## src/sv/bkit_pkg.sv

```systemverilog
package bkit_pkg;

	localparam int NumW       = 64;
	localparam int Digits     = NumW / 2;
	localparam int MaxDigits  = 32;
	localparam int IdxW       = 8;
	localparam int StepW      = IdxW + 1;
	localparam int IndexCap   = 255;
	localparam int CntW       = $clog2(Digits + 1);
	localparam int ScanW      = $clog2(Digits);
	localparam int SumW       = NumW + 1;

	typedef struct packed {
		logic load;
		logic scan;
		logic run;
		logic store;
	} bkit_cmd_t;

	typedef struct packed {
		logic scan_last;
		logic run_done;
	} bkit_sts_t;

endpackage

```

## src/sv/bkit_dp.sv

```systemverilog
module bkit_dp
	import bkit_pkg::*;
#(
	parameter int MAX_DIGITS = MaxDigits
) (
	input  logic            clk,
	input  logic            arst_n,
	input  logic [NumW-1:0] number,
	input  bkit_cmd_t       cmd,
	output bkit_sts_t       sts,
	output logic [IdxW-1:0] hit_position,
	output logic            is_keith
);

	localparam int PtrW = (MAX_DIGITS > 1) ? $clog2(MAX_DIGITS) : 1;

	logic [NumW-1:0]  win_q [MAX_DIGITS];
	logic [NumW-1:0]  num_q;
	logic [NumW-1:0]  v_q;
	logic [SumW-1:0]  sum_q;
	logic [CntW-1:0]  cnt_q;
	logic [ScanW-1:0] scan_q;
	logic [PtrW-1:0]  head_q;
	logic [StepW-1:0] idx_q;
	logic [IdxW-1:0]  hit_q;
	logic             keith_q;

	logic [1:0]       digit;
	logic             take;
	logic [StepW-1:0] idx_next;
	logic             bad_k;
	logic             reached;
	logic             done;
	logic [IdxW-1:0]  res;
	logic [NumW-1:0]  oldest;

	assign digit    = v_q[NumW-1 -: 2];
	assign take     = (cnt_q != '0) || (digit != 2'd0);
	assign idx_next = idx_q + StepW'(1);
	assign bad_k    = (cnt_q < CntW'(2)) || (cnt_q > CntW'(MAX_DIGITS));
	assign reached  = (sum_q[NumW-1:0] >= num_q);
	assign oldest   = win_q[head_q];

	always_comb begin
		done = 1'b1;
		res  = '0;
		if (bad_k || (idx_next > StepW'(IndexCap)) || sum_q[SumW-1]) begin
			res = '0;
		end else if (reached) begin
			res = (sum_q[NumW-1:0] == num_q) ? idx_next[IdxW-1:0] : '0;
		end else begin
			done = 1'b0;
		end
	end

	assign sts.scan_last = (scan_q == ScanW'(Digits - 1));
	assign sts.run_done  = done;
	assign hit_position  = hit_q;
	assign is_keith      = keith_q;

	always_ff @(posedge clk or negedge arst_n) begin
		if (!arst_n) begin
			cnt_q  <= '0;
			scan_q <= '0;
			head_q <= '0;
			idx_q  <= '0;
		end else begin
			if (cmd.load) begin
				cnt_q  <= '0;
				scan_q <= '0;
				head_q <= '0;
			end
			if (cmd.scan) begin
				scan_q <= scan_q + ScanW'(1);
				if (take) cnt_q <= cnt_q + CntW'(1);
				idx_q <= StepW'(cnt_q) + StepW'(take);
			end
			if (cmd.run) begin
				idx_q  <= idx_next;
				head_q <= (CntW'(head_q) == cnt_q - CntW'(1)) ? '0 : head_q + PtrW'(1);
			end
		end
	end

	always_ff @(posedge clk) begin
		if (cmd.load) begin
			num_q <= number;
			v_q   <= number;
			sum_q <= '0;
		end
		if (cmd.scan) begin
			v_q <= {v_q[NumW-3:0], 2'b00};
			if (take) begin
				sum_q <= sum_q + SumW'(digit);
				if (cnt_q < CntW'(MAX_DIGITS)) win_q[cnt_q[PtrW-1:0]] <= NumW'(digit);
			end
		end
		if (cmd.run) begin
			sum_q          <= {sum_q[NumW-1:0], 1'b0} - {1'b0, oldest};
			win_q[head_q]  <= sum_q[NumW-1:0];
		end
		if (cmd.store) begin
			hit_q   <= res;
			keith_q <= (res != '0);
		end
	end

endmodule

```

## config.mk

```make
export PLATFORM = sky130hd
export DESIGN_NAME = bkit_dp
export DESIGN_NICKNAME = d
export VERILOG_FILES = /design/src/sv/bkit_pkg.sv /design/src/sv/bkit_dp.sv
export SDC_FILE = /design/constraint.sdc
export NUM_CORES = 2
export LEC_CHECK = 0
export BUFFER_PORTS_ARGS = -buffer_cell sky130_fd_sc_hd__buf_4
export CELL_PAD_IN_SITES_DETAIL_PLACEMENT = 0
export CELL_PAD_IN_SITES_GLOBAL_PLACEMENT = 1
export CORE_UTILIZATION = 49
export DETAILED_ROUTE_END_ITERATION = 12
export PLACE_DENSITY = 0.84
export SYNTH_ARGS = -nofsm -noshare
export SYNTH_HDL_FRONTEND = slang
export SYNTH_SLANG_ARGS = --single-unit
export TNS_END_PERCENT = 1
```

## constraint.sdc

```tcl
create_clock -name clk -period 6 [get_ports clk]
set_input_delay 0.9 -clock clk [delete_from_list [all_inputs] [get_ports clk]]
set_output_delay 0.9 -clock clk [all_outputs]
set_load 0.01 [all_outputs]
```

==> impl_metrics.csv <==
group,metric,value,unit
run_status,status,"finished, final reports clean",
timing,hold_violations,0,
critical_path,rr_worst_depth,19,
grt,grt.met1_usage,41.8,%
floorplan,die-width,470,microns
synthesis,synth-async-reset-ratio,1.10,%
synthesis,post_synthesis_cell_count,7438,
synthesis,seq_area_frac_synth,63.0,%
floorplan,placement_rows,171,
timing,final_skew,52.7,ps
critical_path,worstPathRequired,6780,ps
synthesis,syn_nets,7654,
finish,area_growth_syn_to_layout,12.1,%
synthesis,synth.lib_cells_used.distinct,81,
critical_path,worst_ep_arrival_time,6580,ps
timing,post-route-min-period,5790,ps
timing,rsz0062_at_grt,"no",
clock_tree,cts_tree,"done",
grt,first_global_vias,66500,
finish,share_of_final_layout_standard_cells_stronger_than_drive_strength_1,18.4,%
timing,timing.final.setup_violations,0,
critical_path,setup.worst_path.end_class,"flop",
grt,gr-usage-met3,7.68,%
finish,num-nets-final,7590,
grt,antenna_found_initial,38,
critical_path,endpoint,"sum_q[63]",
timing,max_freq,173,MHz
timing,maxSlewHeadroom,5.39,%
placed_design,place_ws,174,ps
route,total_wire_length_after_detailed_routing,349000,microns
flow_run,max_cap_violations,0,
grt,grt_first_pass_wirelength,491000,microns
timing,finalMaxSlewViolations,0,
synthesis,syn_avg_cell_area,14.4,sq um
power,cellLeakagePower,40.7,nW
worst_hold_path,hold_path_class,"in -> reg",
critical_path,r2r-start,"head_q[2]",
timing,timing.final.crit_share,96.5,%
floorplan,design.portCount,81,
critical_path,launch_point_of_the_worst_path,"head_q[2]",
timing,slew_at_the_pin_with_the_worst_max_slew_slack,1410,ps
synthesis,yosys_most_used_dff,"sky130_fd_sc_hd__edfxtp_1",
clock_tree,clock-root-buffer,"sky130_fd_sc_hd__clkbuf_16",
grt,grt_util_met2,48.1,%
timing,postLayoutSetupSlackWorst,207,ps
synthesis,synth_seq_cells,2275,
route,post-route-drc-count,0,
floorplan,core_region_area,217000,sq um
synthesis,synth.cell_area,107000,sq um
grt,grt.overflow.total,0,
route,drt-vias-per-instance,6.61,
grt,grt.busiest_layer,"met2",
route,routed_len_inst,33.4,microns
floorplan,start_util,49.3,%
floorplan,chipHeight,470,microns
grt,grt_max_degree,106,
clock_tree,cts-htree-levels,4,
critical_path,crit_fanout,23,
critical_path,path_class,"reg -> reg",
floorplan,fp.dieArea,221000,sq um
power,pwr_density_cell,419,nW/um^2
clock_tree,cts_num_sinks,2275,
placed_design,io_buffer_count,80,
route,routed-via-count,69100,
route,drt_first_iter_violations,11900,
clock_tree,cts-root-to-sink-buffers,3,
clock_tree,cts_resized,0,
synthesis,synth-warning-count,0,
route,detail_route.first_pass.iterations,8,
critical_path,rr_endpoint,"sum_q[63]",
synthesis,synth-edff-count,2183,
clock_tree,clk_transition_reported_paths,60,ps
power,totalPowerFinal,0.0504,W
power,irDropWorstVdd,401,uV
timing,timing.setup.tns,0,ps
route,route.antenna.remaining_nets,0,
clock_tree,cts_made_buffers,224,
worst_hold_path,worstHoldPathCells,1,
placed_design,place_congestion,0.947,
critical_path,worst-r2r-setup-slack,210,ps
clock_tree,worstSkewPairLatency,910,ps
critical_path,setup.worst_path.start_class,"flop",
grt,grt_use_total,31.3,%
placed_design,dp.final_hpwl,196000,microns
through the flow:
| step | instances | hold WS [ps] | utilization (%) | cell area, sq um |
|---|---|---|---|---|
| floorplan | 7438 | 461 | - | 107000 |
| global placement | 9987 | 472 | 51.8 | 112000 |
| detailed placement | 9989 | 485 | 51.8 | 112000 |
| CTS | 10400 | 141 | 55.2 | 120000 |
| global route | 10400 | 156 | 55.3 | 120000 |
| finish | 10500 | 178 | 55.3 | 120000 |
kinds of logic after synthesis:
kind of cell | after synthesis | synth area share (%)
compound gates | 894 | 5.67
xor+xnor | 102 | 0.834
fa+ha+maj | 146 | 1.72
buf+inv | 807 | 2.86
flops | 2275 | 63.0
mux | 557 | 11.2
simple gates | 2657 | 14.7
flip-flops by register name (all words and copies together) (netlist names):
| signal | cells |
|---|---|
| win_q | 2048 |
| sum_q | 65 |
| num_q | 64 |
| v_q | 64 |
| idx_q | 9 |
| hit_position | 8 |
| cnt_q | 6 |
| head_q | 5 |
| scan_q | 5 |
| is_keith | 1 |
worst min path at each step:
stage               from  endpoint  slack, ps
2_1_floorplan     v_q[0]    v_q[0]        460
3_3_place_gp      v_q[1]    v_q[1]        470
3_5_place_dp      v_q[0]    v_q[0]        480
4_1_cts        number[5]  num_q[5]        140
5_1_grt        number[5]  num_q[5]        160
6_report       number[5]  num_q[5]        180
power by group:
part / switching [W] / total (W) / internal, W
combinational: 0.0107 / 0.0169 / 0.00619
sequential: 0.000767 / 0.0192 / 0.0185
clock: 0.00629 / 0.0143 / 0.00798
worst max-delay path, cell delays in order, from the launching register on:
cell and delay [ps]:
sky130_fd_sc_hd__dfrtp_1 490, sky130_fd_sc_hd__nor3_2 1160, sky130_fd_sc_hd__buf_12 330, sky130_fd_sc_hd__a22o_1 230, sky130_fd_sc_hd__a221oi_1 80, sky130_fd_sc_hd__and3_1 280, sky130_fd_sc_hd__ha_1 320, sky130_fd_sc_hd__buf_4 150
sky130_fd_sc_hd__nand4_1 190, sky130_fd_sc_hd__nor3b_1 360, sky130_fd_sc_hd__nor3b_1 300, sky130_fd_sc_hd__and4_1 310, sky130_fd_sc_hd__o21bai_1 80, sky130_fd_sc_hd__o221ai_1 210, sky130_fd_sc_hd__a21oi_1 160, sky130_fd_sc_hd__buf_4 190
sky130_fd_sc_hd__and2b_1 170, sky130_fd_sc_hd__o21ai_1 270, sky130_fd_sc_hd__nand2_1 90, sky130_fd_sc_hd__a32o_1 250
placed cells by master (no fill, tap or decap), types with 48 or more instances in the layout:
cell type / Yosys / layout
sky130_fd_sc_hd__edfxtp_1: 2183 / 2183
sky130_fd_sc_hd__and2_1: 1900 / 1899
sky130_fd_sc_hd__mux4_2: 510 / 510
sky130_fd_sc_hd__buf_4: 2 / 349
sky130_fd_sc_hd__clkbuf_16: 0 / 228
sky130_fd_sc_hd__a21oi_1: 169 / 169
sky130_fd_sc_hd__o21ai_0: 168 / 168
sky130_fd_sc_hd__nand2_1: 159 / 154
sky130_fd_sc_hd__ha_1: 144 / 144
sky130_fd_sc_hd__a22oi_1: 136 / 136
sky130_fd_sc_hd__nor2_1: 164 / 131
sky130_fd_sc_hd__a22o_1: 128 / 128
sky130_fd_sc_hd__nor3_1: 120 / 119
sky130_fd_sc_hd__inv_1: 98 / 96
sky130_fd_sc_hd__and3_1: 95 / 94
sky130_fd_sc_hd__dfxtp_1: 67 / 67
sky130_fd_sc_hd__nand3_1: 64 / 64
sky130_fd_sc_hd__clkinv_1: 2 / 63
sky130_fd_sc_hd__buf_12: 0 / 63
sky130_fd_sc_hd__a21o_1: 81 / 61
sky130_fd_sc_hd__a221oi_1: 59 / 59
sky130_fd_sc_hd__xor2_1: 54 / 54
sky130_fd_sc_hd__xnor2_1: 48 / 48
area by class of cell:
type	instances	area, sq um
Antenna cell	29	72.6
Sequential cell	2275	67500
Clock buffer	266	5830
Clock inverter	158	1550
Fill cell	16800	97100
Inverter	100	375
Multi-Input combinational cell	4356	37100
Timing Repair Buffer	417	4000
Tap cell	2854	3570
cell usage after synthesis (98+ instances only):
cell / n / area [sq um]
sky130_fd_sc_hd__edfxtp_1: 2183 / 65600
sky130_fd_sc_hd__and2_1: 1900 / 11900
sky130_fd_sc_hd__clkbuf_1: 602 / 2260
sky130_fd_sc_hd__mux4_2: 510 / 11500
sky130_fd_sc_hd__a21oi_1: 169 / 846
sky130_fd_sc_hd__o21ai_0: 168 / 841
sky130_fd_sc_hd__nor2_1: 164 / 616
sky130_fd_sc_hd__nand2_1: 159 / 597
sky130_fd_sc_hd__ha_1: 144 / 1800
sky130_fd_sc_hd__a22oi_1: 136 / 1020
sky130_fd_sc_hd__a22o_1: 128 / 1120
sky130_fd_sc_hd__nor3_1: 120 / 601
sky130_fd_sc_hd__inv_1: 98 / 368
routing by layer:
metal | vias up | part of all wire (%)
li1 | 27700 | -
met4 | 10 | 5.5
met3 | 1059 | 13
met2 | 5539 | 45
met5 | - | 0.018
met1 | 34800 | 36
timing repair:
item,4_1_cts,5_1_grt
setup endpoints to repair,0,11
hold buffers,1,0
buffers inserted,0,10
hold endpoints to repair,25,0
(Power assumes the default switching activity.)
